**src/hw/rtl/qat_pkg.sv**
```systemverilog
// Shared types, constants and helper functions for the quoted argument tokenizer.
package qat_pkg;

  // Configuration port geometry and register map.
  localparam int unsigned CFG_AW = 3;
  localparam int unsigned CFG_DW = 32;
  localparam logic REG_MAX_FIELDS = 1'b0;
  localparam logic [7:0] MAX_FIELDS_RESET = 8'd16;

  // Byte values with a special meaning in the line.
  localparam logic [7:0] CH_NUL = 8'h00;
  localparam logic [7:0] CH_NEWLINE = 8'h0A;
  localparam logic [7:0] CH_DQUOTE = 8'h22;
  localparam logic [7:0] CH_SQUOTE = 8'h27;
  localparam logic [7:0] CH_BACKSLASH = 8'h5C;

  // Result kinds.
  typedef enum logic [1:0] {
    KIND_BYTE = 2'd0,
    KIND_END  = 2'd1,
    KIND_DONE = 2'd2,
    KIND_OVER = 2'd3
  } kind_t;

  // Quote state of the line.
  typedef enum logic [1:0] {
    QUOTE_NONE   = 2'd0,
    QUOTE_SINGLE = 2'd1,
    QUOTE_DOUBLE = 2'd2
  } quote_t;

  // One input request.
  typedef struct packed {
    logic [7:0] ch;
    logic       end_of_line;
  } in_item_t;

  // One result request.
  typedef struct packed {
    kind_t      kind;
    logic [7:0] out_char;
    logic [7:0] token_index;
    logic [7:0] token_count;
    logic       last;
  } out_item_t;

  // Line state carried from one byte to the next.
  typedef struct packed {
    quote_t     quote_mode;
    logic       in_token;
    logic       escape_pending;
    logic [7:0] token_total;
    logic       line_finished;
  } line_state_t;

  localparam line_state_t LINE_STATE_CLEAR = '{
    quote_mode:     QUOTE_NONE,
    in_token:       1'b0,
    escape_pending: 1'b0,
    token_total:    8'd0,
    line_finished:  1'b0
  };

  // Space, tab, newline, vertical tab, form feed and carriage return.
  function automatic logic is_space(input logic [7:0] c);
    return (c == 8'h20) || (c == 8'h09) || (c == 8'h0A) ||
           (c == 8'h0B) || (c == 8'h0C) || (c == 8'h0D);
  endfunction

endpackage

```
**src/hw/rtl/qat_step.sv**
```systemverilog
// Combinational tokenizer step: one byte and the line state in, up to four results out.
module qat_step (
  input  qat_pkg::in_item_t    item,
  input  qat_pkg::line_state_t st,
  input  logic [7:0]           max_fields,
  output qat_pkg::line_state_t st_nxt,
  output qat_pkg::out_item_t   res [4],
  output logic [2:0]           res_cnt
);

  // Results land in fixed slots: escaped backslash, byte or token end,
  // token end at line end, and the line result.
  qat_pkg::out_item_t slots [4];
  logic [3:0] slot_en;
  logic       do_fin;
  logic       do_tok;
  logic       set_skip;
  logic       quote_char;
  qat_pkg::quote_t quote_of_char;
  logic [7:0] tok_idx;
  logic [2:0] n;

  always_comb begin
    st_nxt = st;
    slot_en = '0;
    for (int s = 0; s < 4; s++) begin
      slots[s] = '0;
    end
    do_fin = 1'b0;
    do_tok = 1'b0;
    set_skip = 1'b0;
    quote_char = (item.ch == qat_pkg::CH_DQUOTE) || (item.ch == qat_pkg::CH_SQUOTE);
    quote_of_char = (item.ch == qat_pkg::CH_SQUOTE) ? qat_pkg::QUOTE_SINGLE
                                                    : qat_pkg::QUOTE_DOUBLE;
    tok_idx = '0;

    // Top-level decision on the byte.
    if (st.line_finished) begin
      if ((item.ch == qat_pkg::CH_NUL) || item.end_of_line) begin
        st_nxt = qat_pkg::LINE_STATE_CLEAR;
      end
    end else if (st.escape_pending) begin
      st_nxt.escape_pending = 1'b0;
      if (item.ch == qat_pkg::CH_NUL) begin
        do_fin = 1'b1;
      end else begin
        tok_idx = st.token_total - 8'd1;
        if (!(quote_char || (item.ch == qat_pkg::CH_BACKSLASH) ||
              qat_pkg::is_space(item.ch))) begin
          slot_en[0] = 1'b1;
          slots[0].kind = qat_pkg::KIND_BYTE;
          slots[0].out_char = qat_pkg::CH_BACKSLASH;
          slots[0].token_index = tok_idx;
        end
        slot_en[1] = 1'b1;
        slots[1].kind = qat_pkg::KIND_BYTE;
        slots[1].out_char = item.ch;
        slots[1].token_index = tok_idx;
        do_fin = item.end_of_line;
      end
    end else if (item.ch == qat_pkg::CH_NUL) begin
      do_fin = 1'b1;
    end else if (!st.in_token) begin
      if (item.ch == qat_pkg::CH_NEWLINE) begin
        do_fin = 1'b1;
        set_skip = !item.end_of_line;
      end else if (qat_pkg::is_space(item.ch)) begin
        do_fin = item.end_of_line;
      end else if (st.token_total >= max_fields) begin
        slot_en[3] = 1'b1;
        slots[3].kind = qat_pkg::KIND_OVER;
        st_nxt = qat_pkg::LINE_STATE_CLEAR;
        st_nxt.line_finished = !item.end_of_line;
      end else begin
        st_nxt.token_total = st.token_total + 8'd1;
        st_nxt.in_token = 1'b1;
        do_tok = 1'b1;
        do_fin = item.end_of_line;
      end
    end else begin
      do_tok = 1'b1;
      do_fin = item.end_of_line;
    end

    // Ordinary byte inside a token.
    if (do_tok) begin
      tok_idx = st_nxt.token_total - 8'd1;
      if ((st.quote_mode == qat_pkg::QUOTE_NONE) && qat_pkg::is_space(item.ch)) begin
        slot_en[1] = 1'b1;
        slots[1].kind = qat_pkg::KIND_END;
        slots[1].token_index = tok_idx;
        st_nxt.in_token = 1'b0;
      end else if (quote_char) begin
        if (st.quote_mode == qat_pkg::QUOTE_NONE) begin
          st_nxt.quote_mode = quote_of_char;
        end else if (st.quote_mode == quote_of_char) begin
          st_nxt.quote_mode = qat_pkg::QUOTE_NONE;
        end else begin
          slot_en[1] = 1'b1;
          slots[1].kind = qat_pkg::KIND_BYTE;
          slots[1].out_char = item.ch;
          slots[1].token_index = tok_idx;
        end
      end else if (item.ch == qat_pkg::CH_BACKSLASH) begin
        st_nxt.escape_pending = 1'b1;
      end else begin
        slot_en[1] = 1'b1;
        slots[1].kind = qat_pkg::KIND_BYTE;
        slots[1].out_char = item.ch;
        slots[1].token_index = tok_idx;
      end
    end

    // Line end: close an open token, give the line result, clear the line.
    if (do_fin) begin
      if (st_nxt.in_token) begin
        slot_en[2] = 1'b1;
        slots[2].kind = qat_pkg::KIND_END;
        slots[2].token_index = st_nxt.token_total - 8'd1;
      end
      slot_en[3] = 1'b1;
      if (st_nxt.token_total >= max_fields) begin
        slots[3].kind = qat_pkg::KIND_OVER;
      end else begin
        slots[3].kind = qat_pkg::KIND_DONE;
        slots[3].token_count = st_nxt.token_total;
      end
      st_nxt = qat_pkg::LINE_STATE_CLEAR;
      st_nxt.line_finished = set_skip;
    end
  end

  // Pack the enabled slots in order and flag the final one.
  always_comb begin
    n = '0;
    for (int k = 0; k < 4; k++) begin
      res[k] = '0;
    end
    for (int s = 0; s < 4; s++) begin
      if (slot_en[s]) begin
        res[n[1:0]] = slots[s];
        n = n + 3'd1;
      end
    end
    for (int k = 0; k < 4; k++) begin
      res[k].last = (3'(k) == (n - 3'd1));
    end
    res_cnt = n;
  end

endmodule

```
**src/hw/rtl/quoted_argument_tokenizer.sv**
```systemverilog
// Top level of the quoted argument tokenizer: handshakes, registers and result buffer.
//
//   Channel  Ports                          Moves
//   in       in_valid, in_ready, in_data    one line byte and its end flag per request
//   out      out_valid, out_ready, out_data one result per request
//   cfg      cfg_psel ... cfg_pready        APB-style access to max_fields
//
// A byte is captured in an input register, decoded by the step logic and its
// results are loaded into a four-entry result buffer that drives out_data.
// The rate is one byte per cycle while each byte gives at most one result and
// out_ready is high; a byte giving n results holds the result buffer until all
// n are taken. Bytes giving no result do not occupy the result buffer. Reset
// clears the line state and sets max_fields to 16. Backpressure on out_ready
// stalls the input register, then in_ready.
module quoted_argument_tokenizer (
  input  logic                          clk,
  input  logic                          rst_n,
  input  logic                          in_valid,
  output logic                          in_ready,
  input  qat_pkg::in_item_t             in_data,
  output logic                          out_valid,
  input  logic                          out_ready,
  output qat_pkg::out_item_t            out_data,
  input  logic                          cfg_psel,
  input  logic                          cfg_penable,
  input  logic                          cfg_pwrite,
  input  logic [qat_pkg::CFG_AW-1:0]    cfg_paddr,
  input  logic [qat_pkg::CFG_DW-1:0]    cfg_pwdata,
  output logic [qat_pkg::CFG_DW-1:0]    cfg_prdata,
  output logic                          cfg_pready
);

  qat_pkg::in_item_t    in_data_r;
  logic                 in_valid_r;
  qat_pkg::line_state_t st_r;
  qat_pkg::line_state_t st_nxt;
  logic [7:0]           max_fields_r;
  qat_pkg::out_item_t   res_r [4];
  qat_pkg::out_item_t   step_res [4];
  logic [2:0]           step_cnt;
  logic [2:0]           res_cnt_r;
  logic [1:0]           res_pos_r;
  logic                 buf_busy;
  logic                 drain_last;
  logic                 advance;
  logic                 cfg_sel_max;

  // Configuration register access.
  assign cfg_pready = 1'b1;
  assign cfg_sel_max = (cfg_paddr[2] == qat_pkg::REG_MAX_FIELDS);
  assign cfg_prdata = cfg_sel_max ? {24'd0, max_fields_r} : '0;

  always_ff @(posedge clk) begin
    if (!rst_n) begin
      max_fields_r <= qat_pkg::MAX_FIELDS_RESET;
    end else if (cfg_psel && cfg_penable && cfg_pwrite && cfg_pready && cfg_sel_max) begin
      max_fields_r <= cfg_pwdata[7:0];
    end
  end

  // Result buffer occupancy and hand-off from the input register.
  assign buf_busy = (res_cnt_r != 3'd0);
  assign drain_last = buf_busy && out_ready && ({1'b0, res_pos_r} == (res_cnt_r - 3'd1));
  assign advance = in_valid_r && (!buf_busy || drain_last);
  assign in_ready = !in_valid_r || advance;

  // Input register.
  always_ff @(posedge clk) begin
    if (!rst_n) begin
      in_valid_r <= 1'b0;
    end else if (in_valid && in_ready) begin
      in_valid_r <= 1'b1;
    end else if (advance) begin
      in_valid_r <= 1'b0;
    end
  end

  always_ff @(posedge clk) begin
    if (in_valid && in_ready) begin
      in_data_r <= in_data;
    end
  end

  // Per-byte decode.
  qat_step u_step (
    .item       (in_data_r),
    .st         (st_r),
    .max_fields (max_fields_r),
    .st_nxt     (st_nxt),
    .res        (step_res),
    .res_cnt    (step_cnt)
  );

  // Line state.
  always_ff @(posedge clk) begin
    if (!rst_n) begin
      st_r <= qat_pkg::LINE_STATE_CLEAR;
    end else if (advance) begin
      st_r <= st_nxt;
    end
  end

  // Result buffer control.
  always_ff @(posedge clk) begin
    if (!rst_n) begin
      res_cnt_r <= 3'd0;
      res_pos_r <= 2'd0;
    end else if (advance) begin
      res_cnt_r <= step_cnt;
      res_pos_r <= 2'd0;
    end else if (drain_last) begin
      res_cnt_r <= 3'd0;
      res_pos_r <= 2'd0;
    end else if (buf_busy && out_ready) begin
      res_pos_r <= res_pos_r + 2'd1;
    end
  end

  // Result buffer payload.
  always_ff @(posedge clk) begin
    if (advance) begin
      for (int k = 0; k < 4; k++) begin
        res_r[k] <= step_res[k];
      end
    end
  end

  assign out_valid = buf_busy;
  assign out_data = res_r[res_pos_r];

endmodule

```
**config.mk**
```make
export PLATFORM = sky130hd
export DESIGN_NAME = quoted_argument_tokenizer
export DESIGN_NICKNAME = d
export VERILOG_FILES = /design/src/hw/rtl/qat_pkg.sv /design/src/hw/rtl/qat_step.sv /design/src/hw/rtl/quoted_argument_tokenizer.sv
export SDC_FILE = /design/constraint.sdc
export NUM_CORES = 1
export LEC_CHECK = 0
export ABC_AREA = 1
export BUFFER_PORTS_ARGS = -buffer_cell sky130_fd_sc_hd__buf_4
export CAP_MARGIN = 0
export CORE_ASPECT_RATIO = 0.75
export CORE_MARGIN = 4
export CORE_UTILIZATION = 30
export CTS_BUF_LIST = sky130_fd_sc_hd__clkbuf_8
export CTS_CLUSTER_SIZE = 28
export DETAILED_ROUTE_END_ITERATION = 10
export PLACE_DENSITY = 0.49
export SLEW_MARGIN = 20
export SYNTH_ARGS = -nofsm -noshare
export SYNTH_HDL_FRONTEND = slang
export SYNTH_SLANG_ARGS = --single-unit
export TNS_END_PERCENT = 10
```
**constraint.sdc**
```tcl
create_clock -name clk -period 5.2 [get_ports clk]
set_input_delay 0.26 -clock clk [delete_from_list [all_inputs] [get_ports clk]]
set_output_delay 0.26 -clock clk [all_outputs]
set_load 0.05 [all_outputs]
```
==> impl_metrics.csv <==
group,metric,value,unit
grt,grt_pass1_wl,32420,µm
floorplan,fp.dieH,146.4,µm
worst_setup_path,cp.arrival,4.63,ns
synthesis,ys_ff_latch,130,
placed_design,place_inst,1325,
placed_design,port_buffers,61,
synthesis,synth_cell_types,43,
clock_tree,cts_tree,"built",
synthesis,synth-warning-count,0,
timing,fmax,226.6,MHz
grt,antenna_found_initial,0,
timing,skew,0.01373,ns
worst_setup_path,crit_type,"reg -> reg",
min_path,hp-class,"in -> reg",
min_path,hold_path.startpoint,"cfg_pwdata[1]",
clock_tree,cts.htree.levels,4,
grt,grt_use_total,14.71,%
placed_design,place.gp.congestion,0.8551,
worst_setup_path,critPathCaptureType,"flip-flop",
timing,rsz0062_at_grt,"false",
detailed_routing,ant_nets,0,
run_status,status,"finished, final reports clean",
detailed_routing,viasPerCell,4.578,
detailed_routing,wl_per_cell,14.98,µm
worst_setup_path,cp.required,5.42,ns
synthesis,netlist_instances,949,
timing,setup-violations-final,0,
detailed_routing,drtPass1Iterations,5,
grt,grt-ovfl-total,0,
timing,hold_viol_final,0,
worst_setup_path,worstRegToRegCells,18,
floorplan,rows,50,
detailed_routing,drtIter0Drc,412,
final_layout,stdcell_count,1367,
timing,report.final.slew_viol_count,0,
floorplan,die_w,192.5,µm
power_and_ir_drop,vdd_ir_drop_max,138.9,µV
worst_setup_path,cp_max_fo,13,
power_and_ir_drop,p_per_area,353.0,mW/mm²
timing,tightest_slew,0.9226,ns
floorplan,ios,113,
final_layout,area_growth,15.71,%
floorplan,die-area,0.02819,mm²
clock_tree,clockRootBuffer,"clkbuf_8",
clock_tree,numClockSinks,130,
detailed_routing,vias,6258,
power_and_ir_drop,p_leak,3.709,nW
clock_tree,path_clk_slew,0.09,ns
floorplan,start_util,30.62,%
synthesis,syn_area,0.007662,mm²
final_layout,drive_gt1_share,14.77,%
worst_setup_path,r2r-end,"res_r[0][0]",
timing,min_period_over_period,84.87,%
grt,grt_max_degree,55,
timing,tns,0,ns
min_path,holdPathStages,3,
worst_setup_path,regToRegStartpoint,"in_data_r[4]",
job,maxCapViolations,0,
floorplan,coreArea,0.02502,mm²
min_path,holdPathEnd,"max_fields_r[1]",
grt,grt_pass1_vias,5893,
placed_design,dp_hpwl,14530,µm
detailed_routing,wl,20480,µm
synthesis,ys_seq_area_share,47.16,%
timing,period_needed,4.413,ns
final_layout,nets,1095,
final_layout,n_antenna_cell,0,
clock_tree,cts_buffers,17,
timing,slew_headroom,38.27,%
clock_tree,clk_path_buf_depth,2,
detailed_routing,drc,0,
clock_tree,post_cts_buffers,0,
clock_tree,insertion_delay,0.47,ns
worst_setup_path,cp-start-kind,"flip-flop",
synthesis,syn-mean-instance-area,8.074,µm²
worst_setup_path,ff2ff_setup_slack,0.79,ns
[power by group]
| group | total [mW] | switching, mW | leakage [nW] | internal [mW] |
|---|---|---|---|---|
| Sequential | 1.29 | 0.0336 | 1.20 | 1.25 |
| Combinational | 1.01 | 0.742 | 2.33 | 0.269 |
| Clock | 0.832 | 0.482 | 0.178 | 0.350 |
[how the worst max path moves through the flow]
stage / start / endpoint / slack, ns / cells after the start
3_3_place_gp: in_data_r[4] / res_r[0][0] / 0.89 / 18
3_5_place_dp: in_data_r[4] / res_r[0][0] / 0.85 / 18
4_1_cts: in_data_r[4] / res_r[0][0] / 0.82 / 18
6_report: in_data_r[4] / res_r[0][0] / 0.79 / 18
2_1_floorplan: res_cnt_r[0] / st_r[0] / 1.35 / 11
5_1_grt: st_r[4] / res_r[2][7] / 0.36 / 21
[metal layers]
layer | vias to the layer above | wire (µm) | GRT usage (%)
met1 | 2827 | 10680 | 22.58
li1 | 3242 | - | -
met5 | - | 0 | 0
met3 | 21 | 1212 | 3.131
met2 | 168 | 8254 | 20.58
met4 | 0 | 328 | 4.383
[flip-flops by register name, indices dropped and copies added (netlist names), named ones only]
name / cells
in_data_r: 9
in_valid_r: 1
max_fields_r: 8
res_cnt_r: 3
res_pos_r: 2
res_r: 92
st_r: 13
[Yosys cell counts]
| master | count | area share, % |
|---|---|---|
| o21ai_1 | 11 | 0.72 |
| nor3_1 | 8 | 0.52 |
| nor3_2 | 2 | 0.26 |
| ha_1 | 28 | 4.6 |
| nand4_1 | 7 | 0.57 |
| a21oi_2 | 2 | 0.23 |
| a21oi_1 | 55 | 3.6 |
| nand2_4 | 4 | 0.59 |
| a2bb2oi_1 | 1 | 0.11 |
| and3_1 | 2 | 0.16 |
| a21o_1 | 1 | 0.098 |
| a31oi_1 | 1 | 0.082 |
| nand2_2 | 10 | 0.82 |
| inv_2 | 14 | 0.69 |
| o21ai_0 | 71 | 4.6 |
| nand3_2 | 2 | 0.26 |
| clkinv_1 | 1 | 0.049 |
| buf_4 | 25 | 2.4 |
| buf_2 | 6 | 0.39 |
| inv_1 | 87 | 4.3 |
| nor2_8 | 2 | 0.52 |
| nand3_1 | 41 | 2.7 |
| buf_1 | 1 | 0.049 |
| nor2_4 | 5 | 0.73 |
| nand3b_1 | 1 | 0.098 |
| nor2_2 | 8 | 0.65 |
| nor2_1 | 190 | 9.3 |
| o21ai_2 | 3 | 0.34 |
| nor3b_1 | 2 | 0.20 |
| o21ai_4 | 1 | 0.21 |
| clkbuf_1 | 19 | 0.93 |
| a22oi_1 | 5 | 0.49 |
| o22ai_1 | 21 | 1.7 |
| nor4_1 | 2 | 0.16 |
| conb_1 | 2 | 0.098 |
| edfxtp_1 | 101 | 40 |
| dfxtp_1 | 29 | 7.6 |
| or2_1 | 1 | 0.082 |
| nand2_1 | 163 | 8.0 |
| xnor2_1 | 3 | 0.34 |
| xor2_1 | 6 | 0.69 |
| o211ai_1 | 2 | 0.20 |
| a21boi_0 | 3 | 0.29 |
[kinds of logic after synthesis]
group                      synth area share (%)
and+or+nand+nor                           25.60
AOI/OAI and AO/OA                         12.72
buffers and inverters                     8.818
DFF                                       47.16
adders and majority gates                 4.572
xor gates and xnor gates                  1.029
other                                   0.09801
[placed cells by master, fill, tap and decap left out, drive strengths merged]
master / count
nor4: 2
conb: 25
nor2: 205
dfxtp: 29
buf: 66
o22ai: 21
o21ai: 86
nand4: 7
or2: 1
and3: 2
a2bb2oi: 1
dlygate4sd3: 10
nor3: 10
nand3: 43
xnor2: 3
a22oi: 5
xor2: 6
inv: 108
a21oi: 57
nand3b: 1
clkinvlp: 4
nor3b: 2
a21boi: 3
ha: 28
edfxtp: 101
nand2: 177
o211ai: 2
a21o: 1
clkbuf: 17
a31oi: 1
clkinv: 5
[stage by stage]
stage / power [mW] / util [%] / area [µm²] / hold WS, ns / setup WS [ns]
final: 3.130 / 35.43 / 8866 / 0.07411 / 0.7866
after global routing: 3.313 / 35.43 / 8866 / 0.06585 / 0.3553
after floorplan: 2.054 / - / 7749 / 0.3589 / 1.353
after detailed placement: 2.320 / 33.52 / 8388 / 0.4396 / 0.8457
after CTS: 3.170 / 35.43 / 8866 / 0.03426 / 0.8228
after global placement: 2.318 / 33.52 / 8388 / 0.4390 / 0.8897
[cell type report]
cell class	count	area, µm²
fillers	2647	16160
flip-flops and latches	130	3613
multi-input cells	689	3460
repair buffers	76	608.1
well taps	338	422.9
inverters	102	384.1
clock buffers	17	234.0
clock inverters	15	143.9
[what timing repair did]
item	CTS	global route
endpoints found under the setup margin	0	0
hold buffers	10	0
endpoints found under the hold margin	10	0
gates resized for setup	0	0
[critical path, cell delays in order (launching register included)]
cell      delay, ns
edfxtp_1       0.48
inv_2          0.12
nand4_1        0.09
nor3_2         0.26
a21oi_1        0.13
nor2_1         0.20
a21oi_1        0.09
o21ai_1        0.71
nand2_1        0.19
ha_1           0.42
inv_1          0.07
nand2_2        0.08
nand2_2        0.07
inv_1          0.08
ha_1           0.21
nand2_1        0.37
o21ai_1        0.29
nand2_1        0.12
and3_1         0.20
Note: power is estimated with default switching activity, not from simulation.
